--- src/rtl/ccpf_pkg.sv ---
// Package for the cubic curve path follower: widths, constants, item types,
// back-end state type, bezier point and arctangent table functions. No dependencies.
`default_nettype none
package ccpf_pkg;

  localparam int FRAC_BITS         = 16;
  localparam int CORDIC_STEPS_DEF  = 16;
  localparam int T_W               = FRAC_BITS + 1;
  localparam int P_W               = 21;
  localparam int B_W               = 18;
  localparam int M_W               = P_W + B_W;
  localparam int ACC_W             = M_W + 3;
  localparam int POS_W             = ACC_W - FRAC_BITS;
  localparam int CW                = 30;
  localparam int Q_DEPTH           = 2;

  localparam logic [T_W-1:0] ONE_Q      = T_W'(1) << FRAC_BITS;
  localparam logic [15:0]    C66        = 16'd43254;
  localparam logic [15:0]    C33        = 16'd21627;
  localparam logic [15:0]    STEP_RESET = 16'd655;
  localparam logic [3:0]     CP_RESET   = 4'd1;
  localparam logic [31:0]    HALF_TURN  = 32'h8000_0000;
  localparam logic [31:0]    QTR_RND    = 32'h4000_8000;

  typedef struct packed {
    logic [3:0] new_point_x;
    logic [3:0] new_point_y;
  } in_item_t;

  typedef struct packed {
    logic [19:0] pos_x;
    logic [19:0] pos_y;
    logic [15:0] heading;
    logic        segment_advanced;
  } out_item_t;

  typedef struct packed {
    logic [3:0][3:0] cpx;
    logic [3:0][3:0] cpy;
    logic [T_W-1:0]  t_cur;
    logic [T_W-1:0]  t_pri;
    logic            wrapped;
  } job_t;

  typedef enum logic [2:0] {
    BK_IDLE,
    BK_LOAD,
    BK_MUL,
    BK_CORD,
    BK_EMIT
  } back_state_t;

  function automatic logic [3:0][P_W-1:0] bezier_pts(input logic [3:0][3:0] c);
    logic [P_W-1:0] s01, s12, s23;
    logic [3:0][P_W-1:0] p;
    s01 = P_W'(c[0]) + P_W'(c[1]);
    s12 = P_W'(c[1]) + P_W'(c[2]);
    s23 = P_W'(c[2]) + P_W'(c[3]);
    p[0] = (s01 * P_W'(C66) + s12 * P_W'(C33) + P_W'(1)) >> 1;
    p[1] = s12 * P_W'(C33);
    p[2] = s12 * P_W'(C66);
    p[3] = (s12 * P_W'(C66) + s23 * P_W'(C33) + P_W'(1)) >> 1;
    return p;
  endfunction

  function automatic logic [31:0] atan_entry(input logic [4:0] i);
    logic [31:0] r;
    unique case (i)
      5'd0:    r = 32'h20000000;
      5'd1:    r = 32'h12E4051E;
      5'd2:    r = 32'h09FB385B;
      5'd3:    r = 32'h051111D4;
      5'd4:    r = 32'h028B0D43;
      5'd5:    r = 32'h0145D7E1;
      5'd6:    r = 32'h00A2F61E;
      5'd7:    r = 32'h00517C55;
      5'd8:    r = 32'h0028BE53;
      5'd9:    r = 32'h00145F2F;
      5'd10:   r = 32'h000A2F98;
      5'd11:   r = 32'h000517CC;
      5'd12:   r = 32'h00028BE6;
      5'd13:   r = 32'h000145F3;
      5'd14:   r = 32'h0000A2FA;
      5'd15:   r = 32'h0000517D;
      5'd16:   r = 32'h000028BE;
      5'd17:   r = 32'h0000145F;
      5'd18:   r = 32'h00000A30;
      5'd19:   r = 32'h00000518;
      5'd20:   r = 32'h0000028C;
      5'd21:   r = 32'h00000146;
      5'd22:   r = 32'h000000A3;
      5'd23:   r = 32'h00000051;
      default: r = 32'h0;
    endcase
    return r;
  endfunction

endpackage
`default_nettype wire

--- src/rtl/ccpf_front.sv ---
// Front end: accepts ticks, advances the curve parameter, shifts control points.
// Depends on ccpf_pkg.
`default_nettype none
module ccpf_front import ccpf_pkg::*; (
  input  wire logic     clk,
  input  wire logic     rst,
  input  wire logic     step_size_wr,
  input  wire logic [15:0] step_size,
  input  wire logic     push,
  input  wire in_item_t point,
  input  wire logic     q_full,
  output logic          job_push,
  output job_t          job
);

  logic [15:0]       step;
  logic [T_W-1:0]    curve;
  logic [3:0][3:0]   cpx, cpy;
  logic [3:0][3:0]   cpx_next, cpy_next;
  logic [T_W-1:0]    curve_next;
  logic [T_W:0]      sum;
  logic              wrap;

  assign job_push = push && !q_full;

  always_comb begin
    sum  = {1'b0, curve} + (T_W+1)'(step);
    wrap = sum > (T_W+1)'(ONE_Q);
    cpx_next = cpx;
    cpy_next = cpy;
    curve_next = sum[T_W-1:0];
    if (wrap) begin
      cpx_next = {point.new_point_x, cpx[3], cpx[2], cpx[1]};
      cpy_next = {point.new_point_y, cpy[3], cpy[2], cpy[1]};
      curve_next = '0;
    end
    job.cpx     = cpx_next;
    job.cpy     = cpy_next;
    job.t_cur   = curve_next;
    job.t_pri   = curve;
    job.wrapped = wrap;
  end

  always_ff @(posedge clk) begin
    if (rst) begin
      step  <= STEP_RESET;
      curve <= '0;
      cpx   <= {4{CP_RESET}};
      cpy   <= {4{CP_RESET}};
    end else begin
      if (step_size_wr) begin
        step <= step_size;
      end
      if (job_push) begin
        curve <= curve_next;
        cpx   <= cpx_next;
        cpy   <= cpy_next;
      end
    end
  end

endmodule
`default_nettype wire

--- src/rtl/ccpf_queue.sv ---
// Short job queue between the front and back ends.
// Depends on ccpf_pkg.
`default_nettype none
module ccpf_queue import ccpf_pkg::*; (
  input  wire logic clk,
  input  wire logic rst,
  input  wire logic wr,
  input  wire job_t wr_data,
  input  wire logic rd,
  output job_t      rd_data,
  output logic      q_full,
  output logic      q_empty
);

  localparam int PTR_W = $clog2(Q_DEPTH);

  job_t             mem [Q_DEPTH];
  logic [PTR_W-1:0] wp, rp;
  logic [PTR_W:0]   cnt;

  assign q_full  = cnt == (PTR_W+1)'(Q_DEPTH);
  assign q_empty = cnt == '0;
  assign rd_data = mem[rp];

  always_ff @(posedge clk) begin
    if (wr) begin
      mem[wp] <= wr_data;
    end
  end

  always_ff @(posedge clk) begin
    if (rst) begin
      wp  <= '0;
      rp  <= '0;
      cnt <= '0;
    end else begin
      if (wr) begin
        wp <= (wp == PTR_W'(Q_DEPTH - 1)) ? '0 : wp + PTR_W'(1);
      end
      if (rd) begin
        rp <= (rp == PTR_W'(Q_DEPTH - 1)) ? '0 : rp + PTR_W'(1);
      end
      cnt <= cnt + (PTR_W+1)'(wr) - (PTR_W+1)'(rd);
    end
  end

endmodule
`default_nettype wire

--- src/rtl/ccpf_back.sv ---
// Back end: curve evaluation on one shared multiplier, CORDIC heading, result register.
// Depends on ccpf_pkg.
`default_nettype none
module ccpf_back import ccpf_pkg::*; #(
  parameter int CORDIC_STEPS = CORDIC_STEPS_DEF
) (
  input  wire logic clk,
  input  wire logic rst,
  input  wire logic q_empty,
  input  wire job_t q_data,
  output logic      q_pop,
  input  wire logic pop,
  output logic      empty,
  output out_item_t result
);

  localparam int CI_W = (CORDIC_STEPS > 1) ? $clog2(CORDIC_STEPS) : 1;

  back_state_t          st, st_next;
  job_t                 job;
  logic [3:0][P_W-1:0]  px, py;
  logic [3:0]           stp;
  logic                 pass;
  logic [T_W-1:0]       uu, tt;
  logic [3:0][B_W-1:0]  bw;
  logic [ACC_W-1:0]     acc;
  logic [POS_W-1:0]     ox, oy, cx, cy;
  logic signed [CW-1:0] h, v;
  logic [31:0]          z;
  logic [CI_W-1:0]      ci;
  logic [15:0]          held_heading;
  logic                 out_valid;

  logic [T_W-1:0]       t, u;
  logic [P_W-1:0]       ma;
  logic [B_W-1:0]       mb;
  logic [M_W-1:0]       prod, prod_r;
  logic [T_W-1:0]       rnd;
  logic [B_W-1:0]       rnd3;
  logic [ACC_W-1:0]     acc_r;
  logic [POS_W-1:0]     pos_r;
  logic signed [POS_W:0] dx, dy;
  logic signed [CW-1:0] h0, v0, hs, vs;
  logic                 emit;

  assign empty = !out_valid;
  assign emit  = (st == BK_EMIT) && (!out_valid || pop);
  assign q_pop = (st == BK_IDLE) && !q_empty;

  always_comb begin
    t = pass ? job.t_cur : job.t_pri;
    u = ONE_Q - t;
    ma = '0;
    mb = '0;
    case (stp)
      4'd0: begin ma = P_W'(u);  mb = B_W'(u); end
      4'd1: begin ma = P_W'(t);  mb = B_W'(t); end
      4'd2: begin ma = P_W'(uu); mb = B_W'(u); end
      4'd3: begin ma = P_W'(uu); mb = B_W'(t); end
      4'd4: begin ma = P_W'(tt); mb = B_W'(u); end
      4'd5: begin ma = P_W'(tt); mb = B_W'(t); end
      4'd6, 4'd7, 4'd8, 4'd9: begin
        ma = px[stp[1:0] - 2'd2];
        mb = bw[stp[1:0] - 2'd2];
      end
      4'd10, 4'd11, 4'd12, 4'd13: begin
        ma = py[stp[1:0] - 2'd2];
        mb = bw[stp[1:0] - 2'd2];
      end
      default: begin ma = '0; mb = '0; end
    endcase
    prod   = M_W'(ma) * M_W'(mb);
    prod_r = prod + M_W'(1 << (FRAC_BITS - 1));
    rnd    = prod_r[FRAC_BITS +: T_W];
    rnd3   = {B_W'(rnd) << 1} + B_W'(rnd);
    acc_r  = acc + ACC_W'(1 << (FRAC_BITS - 1));
    pos_r  = acc_r[ACC_W-1:FRAC_BITS];
    dx = $signed({1'b0, cx}) - $signed({1'b0, ox});
    dy = $signed({1'b0, pos_r}) - $signed({1'b0, oy});
    h0 = CW'(dy);
    v0 = CW'(dx);
    hs = h >>> ci;
    vs = v >>> ci;
  end

  always_comb begin
    st_next = st;
    unique case (st)
      BK_IDLE: if (!q_empty) st_next = BK_LOAD;
      BK_LOAD: st_next = BK_MUL;
      BK_MUL: begin
        if (stp == 4'd14 && pass) begin
          st_next = (job.wrapped || (dx == '0 && dy == '0)) ? BK_EMIT : BK_CORD;
        end
      end
      BK_CORD: if (ci == CI_W'(CORDIC_STEPS - 1)) st_next = BK_EMIT;
      BK_EMIT: if (emit) st_next = BK_IDLE;
      default: st_next = BK_IDLE;
    endcase
  end

  always_ff @(posedge clk) begin
    if (rst) begin
      st <= BK_IDLE;
    end else begin
      st <= st_next;
    end
  end

  always_ff @(posedge clk) begin
    if (rst) begin
      out_valid    <= 1'b0;
      held_heading <= '0;
    end else begin
      if (emit) begin
        out_valid <= 1'b1;
      end else if (pop) begin
        out_valid <= 1'b0;
      end
      if (st == BK_CORD && ci == CI_W'(CORDIC_STEPS - 1)) begin
        held_heading <= 16'((z + (v > 0 ? atan_entry(5'(ci)) : -atan_entry(5'(ci)))
                        + QTR_RND) >> 16);
      end
    end
  end

  always_ff @(posedge clk) begin
    if (q_pop) begin
      job <= q_data;
    end
    case (st)
      BK_LOAD: begin
        px   <= bezier_pts(job.cpx);
        py   <= bezier_pts(job.cpy);
        stp  <= '0;
        pass <= 1'b0;
      end
      BK_MUL: begin
        case (stp)
          4'd0: uu <= rnd;
          4'd1: tt <= rnd;
          4'd2: bw[0] <= B_W'(rnd);
          4'd3: bw[1] <= rnd3;
          4'd4: bw[2] <= rnd3;
          4'd5: bw[3] <= B_W'(rnd);
          4'd6: acc <= ACC_W'(prod);
          4'd10: begin
            acc <= ACC_W'(prod);
            if (pass) cx <= pos_r;
            else      ox <= pos_r;
          end
          4'd14: begin
            if (pass) cy <= pos_r;
            else      oy <= pos_r;
          end
          default: acc <= acc + ACC_W'(prod);
        endcase
        if (stp == 4'd14) begin
          stp  <= '0;
          pass <= 1'b1;
          if (h0 < 0) begin
            h <= -h0;
            v <= -v0;
            z <= HALF_TURN;
          end else begin
            h <= h0;
            v <= v0;
            z <= '0;
          end
          ci <= '0;
        end else begin
          stp <= stp + 4'd1;
        end
      end
      BK_CORD: begin
        if (v > 0) begin
          h <= h + vs;
          v <= v - hs;
          z <= z + atan_entry(5'(ci));
        end else begin
          h <= h - vs;
          v <= v + hs;
          z <= z - atan_entry(5'(ci));
        end
        ci <= ci + CI_W'(1);
      end
      default: ;
    endcase
    if (emit) begin
      result.pos_x            <= (|cx[POS_W-1:20]) ? 20'hFFFFF : cx[19:0];
      result.pos_y            <= (|cy[POS_W-1:20]) ? 20'hFFFFF : cy[19:0];
      result.heading          <= held_heading;
      result.segment_advanced <= job.wrapped;
    end
  end

endmodule
`default_nettype wire

--- src/rtl/cubic_curve_path_follower.sv ---
// Top level of the cubic curve path follower: front end, job queue, back end.
// Depends on ccpf_pkg, ccpf_front, ccpf_queue, ccpf_back.
//
//   channel  | signals                       | transfer
//   ---------+-------------------------------+----------------------------
//   input    | push, full, point             | push && !full
//   result   | pop, empty, result            | pop && !empty
//   config   | step_size_wr, step_size       | step_size_wr
//
// Each tick passes in the back end through queue read, load, two curve
// evaluations on the one shared multiplier, then one CORDIC iteration
// per cycle, then emit. A held heading skips the CORDIC. Emit stalls
// while the result register is full and pop is low.
// The front end takes a tick every cycle while the two-entry queue has room.
// Reset is synchronous and ready at once.
`default_nettype none
module cubic_curve_path_follower import ccpf_pkg::*; #(
  parameter int CORDIC_STEPS = CORDIC_STEPS_DEF
) (
  input  wire logic        clk,
  input  wire logic        rst,
  input  wire logic        step_size_wr,
  input  wire logic [15:0] step_size,
  input  wire logic        push,
  output logic             full,
  input  wire in_item_t    point,
  input  wire logic        pop,
  output logic             empty,
  output out_item_t        result
);

  job_t job_in, job_out;
  logic job_push, job_pop, q_full, q_empty;

  assign full = q_full;

  ccpf_front u_front (
    .clk          (clk),
    .rst          (rst),
    .step_size_wr (step_size_wr),
    .step_size    (step_size),
    .push         (push),
    .point        (point),
    .q_full       (q_full),
    .job_push     (job_push),
    .job          (job_in)
  );

  ccpf_queue u_queue (
    .clk     (clk),
    .rst     (rst),
    .wr      (job_push),
    .wr_data (job_in),
    .rd      (job_pop),
    .rd_data (job_out),
    .q_full  (q_full),
    .q_empty (q_empty)
  );

  ccpf_back #(.CORDIC_STEPS(CORDIC_STEPS)) u_back (
    .clk     (clk),
    .rst     (rst),
    .q_empty (q_empty),
    .q_data  (job_out),
    .q_pop   (job_pop),
    .pop     (pop),
    .empty   (empty),
    .result  (result)
  );

endmodule
`default_nettype wire

--- config.mk ---
export PLATFORM = sky130hd
export DESIGN_NAME = cubic_curve_path_follower
export DESIGN_NICKNAME = d
export VERILOG_FILES = /design/src/rtl/ccpf_pkg.sv /design/src/rtl/ccpf_front.sv /design/src/rtl/ccpf_queue.sv /design/src/rtl/ccpf_back.sv /design/src/rtl/cubic_curve_path_follower.sv
export SDC_FILE = /design/constraint.sdc
export NUM_CORES = 2
export LEC_CHECK = 0
export BUFFER_PORTS_ARGS = -buffer_cell sky130_fd_sc_hd__buf_2
export CAP_MARGIN = 30
export CORE_MARGIN = 1
export CORE_UTILIZATION = 55
export CTS_BUF_LIST = sky130_fd_sc_hd__clkbuf_8 sky130_fd_sc_hd__clkbuf_16
export CTS_CLUSTER_DIAMETER = 60
export DETAILED_ROUTE_END_ITERATION = 10
export MAX_ROUTING_LAYER = met4
export PLACE_DENSITY_LB_ADDON = 0.1
export SYNTH_ARGS = -nofsm -noshare
export SYNTH_HDL_FRONTEND = slang
export SYNTH_SLANG_ARGS = --single-unit
--- constraint.sdc ---
create_clock -name clk -period 13.3 [get_ports clk]
set_clock_uncertainty 0.1 [all_clocks]
set_input_delay 0.665 -clock clk [delete_from_list [all_inputs] [get_ports clk]]
set_output_delay 0.665 -clock clk [all_outputs]
set_load 0.01 [all_outputs]
======== Yosys cells after proc, flatten, opt, wreduce, memory -nomap -nowiden ========
Memory sizes are Yosys's and may differ from the RTL's. A register that Yosys moved wholly into a read port is not among the register bits.
Index checks and enable logic that the tools add are counted.
storage, ports and cells
  register bits after elaboration ......... 659
  bits in writable memories ............... 134
  memory bits (read-only) ................. 1,920
  input bits .............................. 29
  output and inout port bits .............. 59
  word-level logic and storage cells ...... 232
  memories kept ........................... 5
memories
  memory           depth  width  read ports  clocked after memory_dff  wr ports  RTL line          text
  (no name shown)  16     30     1           1                         0         ccpf_pkg.sv:68    unique case (i)
  (no name shown)  16     30     1           1                         0         ccpf_pkg.sv:68
  (no name shown)  16     30     1           1                         0         ccpf_pkg.sv:68
  (no name shown)  16     30     1           1                         0         ccpf_pkg.sv:68
  u_queue.mem      2      67     1           1                         1         ccpf_queue.sv:17  job_t mem [Q_DEPTH];
operators by class
  add/subtract/negate cells ............... 40
  multipliers ............................. 9
  magnitude comparators ................... 4
  equal/unequal tests ..................... 25
  shift-type cells ........................ 2
  muxes and demuxes ....................... 56
  bitwise gates (word level) .............. 2
  reductions and logical operators ........ 44
operator list
  cell                                                                    number
  32-bit two-way mux                                                      12
  30-bit two-way mux                                                      6
  21-bit case mux with 6 select lines                                     1
  30-bit case mux with 2 select lines                                     2
  21-bit by 1-bit adder with 21-bit output (second input constant)        4
  21-bit adder                                                            4
  21-bit binary-select mux with 2-bit select                              2
  21-bit by 15-bit multiplier with 20-bit output (second input constant)  4
  21-bit by 15-bit multiplier with 21-bit output (second input constant)  4
  42-bit case mux with 2 select lines                                     1
  32-bit adder                                                            2
  32-bit case mux with 2 select lines                                     1
  30-bit adder                                                            2
  27-bit negator with 30-bit output                                       2
  30-bit by 4-bit >>> shifter with 30-bit output                          2
  30-bit subtractor                                                       2
  27-bit zero test                                                        2
  18-bit case mux with 3 select lines                                     1
  26-bit by 26-bit subtractor with 27-bit output                          2
  42-bit by 16-bit adder with 42-bit output (second input constant)       1
  42-bit by 39-bit adder with 42-bit output                               1
  21-bit two-way mux                                                      2
  21-bit by 18-bit multiplier with 39-bit output                          1
  18-bit binary-select mux with 2-bit select                              1
  other kinds (53)                                                        120

======== Depth between registers and ports, before layout ========
  word-level depth ........................ 8
  mapped depth ............................ 52
  gate-level depth less buffers ........... 46

======== By module ========
From an unflattened synthesis, not the netlist that was laid out.
second synthesis, totals
  cell total of the unflattened synthesis .. 7,247
  area, all modules ....................... 73,939.7 sq um
by module, submodules not included
  module      times used  cells each  area each (sq um)  seq. area each (sq um)
  ccpf_back   1           6,574       64,809.7           18,868.1
  ccpf_queue  1           229         5,163.7            4,124.0
  ccpf_front  1           444         3,966.3            1,301.2

======== Worst setup path after synthesis ========
OpenSTA, ideal clock, no wires.
  path kind ............................... register -> register
  start ................................... register u_back.stp[0]
  end ..................................... register u_back.bw[35] (netlist name), data pin
  library setup time ...................... 0.263 ns
  arrival ................................. 11.854 ns
  data required time ...................... 12.937 ns
  path slack .............................. 1.083 ns
  cell stages (with the launch flop) ...... 49
  path buffers ............................ 7
  clock period less this slack ............ 12.217 ns
  cells stage by stage .................... edfxtp_1 -> clkbuf_1 -> buf_1 -> clkbuf_1 -> inv_1 -> ha_1 -> clkbuf_1 -> o311ai_0 -> nand2_1 -> clkbuf_1 -> a221oi_1 -> clkbuf_1 -> nor2_1 -> fa_1 -> inv_1 -> fa_1 -> inv_1 -> ha_1 -> [13 not listed] -> inv_1 -> xnor2_1 -> ha_1 -> inv_1 -> fa_1 -> nor2b_1 -> o21ai_0 -> a21boi_0 -> o21ai_0 -> nand2b_1 -> a31oi_1 -> o21ai_0 -> and3_1 -> a22o_1 -> a211oi_1 -> a21oi_1 -> nor2b_1 -> a211o_1
between the ends
  word-level cells in the longest chain between the ends .. 7
  elaborated cells between the ends (all ways) .. 33
  classes of those cells .................. add/sub: 3; mul: 1; eq/ne: 13; mux: 8; reduce/logical: 8
ends and longest elaborated chain
  item                                                                                        RTL line          text
  start, declared                                                                             ccpf_back.sv:22   logic [3:0] stp;
  start signal, assigned                                                                      ccpf_back.sv:172  stp <= stp + 4'd1;
  2-bit subtractor                                                                            n/a
  21-bit binary-select mux with 2-bit select, or another cell as far along                    ccpf_back.sv:67   ma = py[stp[1:0] - 2'd2];
  21-bit two-way mux (not written as such), or another cell as far along                      ccpf_back.sv:67
  21-bit case mux with 6 select lines or 18-bit case mux with 3 select lines (tied branches)  ccpf_back.sv:55   case (stp)
  21-bit by 18-bit multiplier with 39-bit output (*)                                          ccpf_back.sv:72   prod = M_W'(ma) * M_W'(mb);
  33-bit by 16-bit adder with 33-bit output (*)                                               ccpf_back.sv:73   prod_r = prod + M_W'(1 << (FRAC_BITS - 1));
  named net u_back.prod_r[17]                                                                 ccpf_back.sv:37   logic [M_W-1:0] prod, prod_r;
  18-bit by 17-bit adder with 18-bit output (*)                                               ccpf_back.sv:75   rnd3 = {B_W'(rnd) << 1} + B_W'(rnd);
  named net u_back.rnd3[17]                                                                   ccpf_back.sv:39   logic [B_W-1:0] rnd3;
  end, declared                                                                               ccpf_back.sv:25   logic [3:0][B_W-1:0] bw;
Mark *: on every way through the listed nets, which the timed path passes. The rest lies on a longest branch. The select of a mux whose other input is x is not followed.
A chain may end at the register's enable or synchronous reset.

======== Worst setup path after layout ========
  start ................................... register u_back.pass
  end ..................................... register u_back.bw[35] (netlist name), data pin
between the ends
  word-level cells in the longest chain between the ends .. 6
  elaborated cells between the ends (all ways) .. 7
  classes of those cells .................. add/sub: 3; mul: 1; mux: 3
ends and longest elaborated chain
  item                                                                                        RTL line          text
  start, declared                                                                             ccpf_back.sv:23   logic pass;
  start signal, assigned                                                                      ccpf_back.sv:136  pass <= 1'b0;
  start signal, assigned                                                                      ccpf_back.sv:160  pass <= 1'b1;
  17-bit two-way mux (*)                                                                      ccpf_back.sv:51   t = pass ? job.t_cur : job.t_pri;
  17-bit subtractor                                                                           ccpf_back.sv:52   u = ONE_Q - t;
  21-bit case mux with 6 select lines or 18-bit case mux with 3 select lines (tied branches)  ccpf_back.sv:55
  21-bit by 18-bit multiplier with 39-bit output (*)                                          ccpf_back.sv:72
  33-bit by 16-bit adder with 33-bit output (*)                                               ccpf_back.sv:73
  named net u_back.prod_r[26]                                                                 ccpf_back.sv:37
  18-bit by 17-bit adder with 18-bit output (*)                                               ccpf_back.sv:75
  named net u_back.rnd3[17]                                                                   ccpf_back.sv:39
Mark *: on every way through the listed nets, which the timed path passes. The rest lies on a longest branch.

==> Flow_metrics.wiki <==
{| class="wikitable"
! Metric !! Value
|-
| Status || completed
|-
| N_diodes || 0
|-
| Initial standard-cell utilization of the core || 55.7%
|-
| Post-route DRC || 0
|-
| Number of cells on the worst hold path || 3
|-
| Fraction of registers with async set/reset || 0%
|-
| Critical-path top delay cell || sky130_fd_sc_hd__xnor2_1
|-
| Kind of cell adding the most delay to the critical path || adder cells
|-
| TritonCTS clock tree || yes
|-
| Capturing point of the worst reg2reg path || u_back.bw[35]$_DFFE_PP_
|-
| HP Class || in2reg
|-
| DIE WIDTH || 365 um
|-
| Syn Nets || 8255
|-
| Post-Syn Instances || 7118
|-
| Worst rel slew slack || 28.0%
|-
| Via-to-Cell Ratio || 5.86
|-
| Share of Yosys cell area claimed by the top area cell type || 30.3%
|-
| Pre-Repair DR Iteration Count || 6
|-
| Htree depth || 3
|-
| Clock Tree Root || sky130_fd_sc_hd__clkbuf_16
|-
| Multi-input gate area in the final layout || 44600 um^2
|-
| Min cycle time layout || 12.64 ns
|-
| Kind of critical path || reg2reg
|-
| Launch point of the worst reg-to-reg path || u_back.pass$_DFFE_PP_
|-
| Achievable frequency || 0.0791 GHz
|-
| Final HPWL DP || 149000 um
|-
| CTS sink count || 850
|-
| Largest net degree at the start of global routing || 69
|-
| Setup repair after global routing missed its margin || no
|-
| Unique cell type count in the Yosys netlist || 86
|-
| Sum of negative setup slack || 0 ns
|-
| Yosys Warn Count || 0
|-
| Clock tree buffer depth || 3
|-
| Number of placement rows || 132
|-
| Period Utilization, post-route || 95.0%
|-
| Synth top area cells || sky130_fd_sc_hd__edfxtp_1, sky130_fd_sc_hd__ha_1, sky130_fd_sc_hd__fa_1
|-
| Number of top-level pins || 88
|-
| Share of layout cells above drive strength 1 || 10.1%
|-
| Final net count || 8354
|-
| Total congestion overflow after global routing || 0
|-
| Largest area contributor in the netlist || sky130_fd_sc_hd__edfxtp_1
|-
| Storage cell area || 24300 um^2
|-
| Setup violations, final || 0
|-
| Clock Latency Late Sink || 0.74 ns
|-
| Number of flops mapped to enable cells by yosys || 731
|-
| Hold buffers post-CTS || 0
|-
| Maximum capacitance violations || 0
|-
| Standard cell core area || 130000 um^2
|-
| Count leader, synth || sky130_fd_sc_hd__inv_1
|-
| WL/cell || 21.0 um
|-
| Depth of the worst register-to-register path || 39
|-
| Post-synthesis instance area || 72400 um^2
|-
| Top flip-flop cell by instance count after synthesis || sky130_fd_sc_hd__edfxtp_1
|-
| Start point of the worst hold path || step_size[3]
|-
| Full die area || 133000 um^2
|-
| First DRT Iteration DRCs || 3914
|-
| Placer's final routability congestion estimate || 0.941
|-
| Final WL || 190000 um
|-
| Maximum single-stage delay on the critical path || 0.71 ns
|-
| Antenna viol nets, final || 0
|-
| Average size of a mapped cell || 10.2 um^2
|-
| Synth Register Bits || 850
|-
| Via count of the first global-routing pass || 52400
|-
| Final hold violation count || 0
|-
| Total via count after detailed routing || 53000
|-
| Portion of the post-synthesis area used by sequential elements || 33.6%
|-
| # port buffers || 87
|-
| Syn-to-layout area delta || 8.84%
|-
| Initial antenna violation count || 0
|-
| Clock buffers created by TritonCTS || 100
|-
| Cell seen most often among critical-path stages || sky130_fd_sc_hd__fa_1
|-
| Data required time at the worst endpoint || 13.65 ns
|-
| Hold EP || u_front.step[3]$_SDFFE_PP1P_
|-
| Final Max Tran Viols || 0
|-
| Startpoint kind of the worst setup timing path || register
|-
| Wire length of the first global-routing pass || 296000 um
|-
| Die height || 365 um
|-
| Worst-case register-to-register setup slack || 0.66 ns
|-
| Category of the worst setup path capture point || register
|-
| Post-CTS clock slew at the launch and capture registers of the worst setup and hold paths || 0.06 ns
|-
| Data arrival time at the worst-slack endpoint || 12.99 ns
|-
| Measured slew at the worst slew-check pin || 1.07 ns
|-
| Worst Path Max Fanout || 11
|-
| Number of filler instances in the final layout || 10900
|-
| Most frequent cells after synthesis || sky130_fd_sc_hd__inv_1, sky130_fd_sc_hd__edfxtp_1, sky130_fd_sc_hd__ha_1
|-
| Buffers and inverters on the worst path || 7
|-
| Global Route Usage Sum || 29.5%
|}
-- how the worst max path moves through the flow --
stage	startpoint	endpoint	depth (start not counted)
finish	u_back.pass$_DFFE_PP_	u_back.bw[35]$_DFFE_PP_	39
global route	u_back.stp[1]$_SDFFCE_PP0P_	u_back.bw[35]$_DFFE_PP_	39
CTS	u_back.pass$_DFFE_PP_	u_back.bw[35]$_DFFE_PP_	39
detailed placement	u_back.pass$_DFFE_PP_	u_back.bw[35]$_DFFE_PP_	39
global placement	u_back.pass$_DFFE_PP_	u_back.bw[35]$_DFFE_PP_	39
floorplan	u_back.stp[0]$_SDFFCE_PP0P_	u_back.bw[35]$_DFFE_PP_	48
-- layout make-up --
type / instances / share of cell area [%]
clock buffers: 104 / 3.28
flip-flops and latches: 850 / 30.9
multi-input cells: 5302 / 56.6
clock inverters: 81 / 0.932
well taps: 1742 / 2.77
inverters: 739 / 3.53
repair buffers: 224 / 2.03
-- worst register-to-register path: cells and delay by family, from the launching register on --
kind,cells,cell delay (ns)
adder cells (fa/ha/maj),9,4.20
AO/OA/AOI/OAI,12,3.32
XOR/XNOR,3,1.48
AND/OR/NAND/NOR,7,1.44
buffers and inverters,7,1.10
multiplexers,1,0.41
flip-flops,1,0.33
-- layout by cell type, fill, tap and decap left out, types with 25 or more instances in the layout --
cell                        count
sky130_fd_sc_hd__mux4_2       121
sky130_fd_sc_hd__o21a_1        49
sky130_fd_sc_hd__nand2b_1      63
sky130_fd_sc_hd__a221o_1       25
sky130_fd_sc_hd__and3_1        59
sky130_fd_sc_hd__dfxtp_1      118
sky130_fd_sc_hd__or2_2         67
sky130_fd_sc_hd__a31oi_1       42
sky130_fd_sc_hd__a21o_1       168
sky130_fd_sc_hd__nor2b_1       74
sky130_fd_sc_hd__or3_1         48
sky130_fd_sc_hd__ha_1         690
sky130_fd_sc_hd__nand3_1       86
sky130_fd_sc_hd__inv_1        757
sky130_fd_sc_hd__xnor2_1      346
sky130_fd_sc_hd__nor4_1        28
sky130_fd_sc_hd__mux2_2       129
sky130_fd_sc_hd__clkbuf_16    102
sky130_fd_sc_hd__and2_1        52
sky130_fd_sc_hd__nor2_1       615
sky130_fd_sc_hd__mux2i_1       67
sky130_fd_sc_hd__nand4_1       35
sky130_fd_sc_hd__xor2_1       229
sky130_fd_sc_hd__a21oi_1      472
sky130_fd_sc_hd__fa_1         418
sky130_fd_sc_hd__o21ai_0      251
sky130_fd_sc_hd__a211oi_1      37
sky130_fd_sc_hd__nor3_1       116
sky130_fd_sc_hd__buf_2         86
sky130_fd_sc_hd__edfxtp_1     731
sky130_fd_sc_hd__buf_4        128
sky130_fd_sc_hd__o21bai_1      51
sky130_fd_sc_hd__nand2_1      633
-- routing by layer --
layer / track usage [%] / routed length (um) / vias to the layer above / share of wire [%]
met5: - / 0 / - / 0
met2: 48.8 / 93100 / 1324 / 49
met4: 9.39 / 6280 / 0 / 3.3
met3: 3.29 / 8770 / 290 / 4.6
li1: - / - / 25200 / -
met1: 37.8 / 81700 / 26200 / 43
-- kinds of logic (layout without fill, tap and decap cells) --
family	after synthesis	in the layout	synth area share [%]
compound gates	1351	1351	11.8
simple gates	1946	1946	12.3
mux	317	317	6.70
buf+inv	966	1148	5.06
xor+xnor	580	580	7.02
fa+ha+maj	1108	1108	23.5
flops	850	850	33.6
-- stage by stage --
stage | instance area, um^2 | hold WS, ns | setup slack (ns) | util, % | std cells
finish | 78800 | 0.0578 | 0.661 | 60.6 | 9042
global route | 78800 | 0.0277 | 0.101 | 60.6 | 9042
CTS | 78700 | 0.00281 | 0.467 | 60.5 | 9038
detailed placement | 75300 | 0.316 | 0.554 | 58.0 | 8853
global placement | 75200 | 0.313 | 0.769 | 57.8 | 8845
floorplan | 72400 | 0.300 | 1.08 | - | 7118
-- timing repair --
action	4_1_cts	5_1_grt
buffers inserted	0	3
endpoints found under the setup margin	0	6
hold endpoints to repair	0	0
gates resized for setup	0	11
-- registers in the layout (all words and copies together) (netlist names), 26 cells and up, named ones only --
name           cells
u_back.result     57
u_back.z          32
u_back.job        67
u_back.bw         70
u_back.cy         26
u_back.ox         26
u_back.cx         26
u_back.acc        42
u_back.v          30
u_back.oy         26
u_queue.mem      134
u_back.py         61
u_back.h          30
u_back.px         61
Power is not shown: default switching activity piles up to over one toggle a cycle in this logic, so the estimate is an artifact.
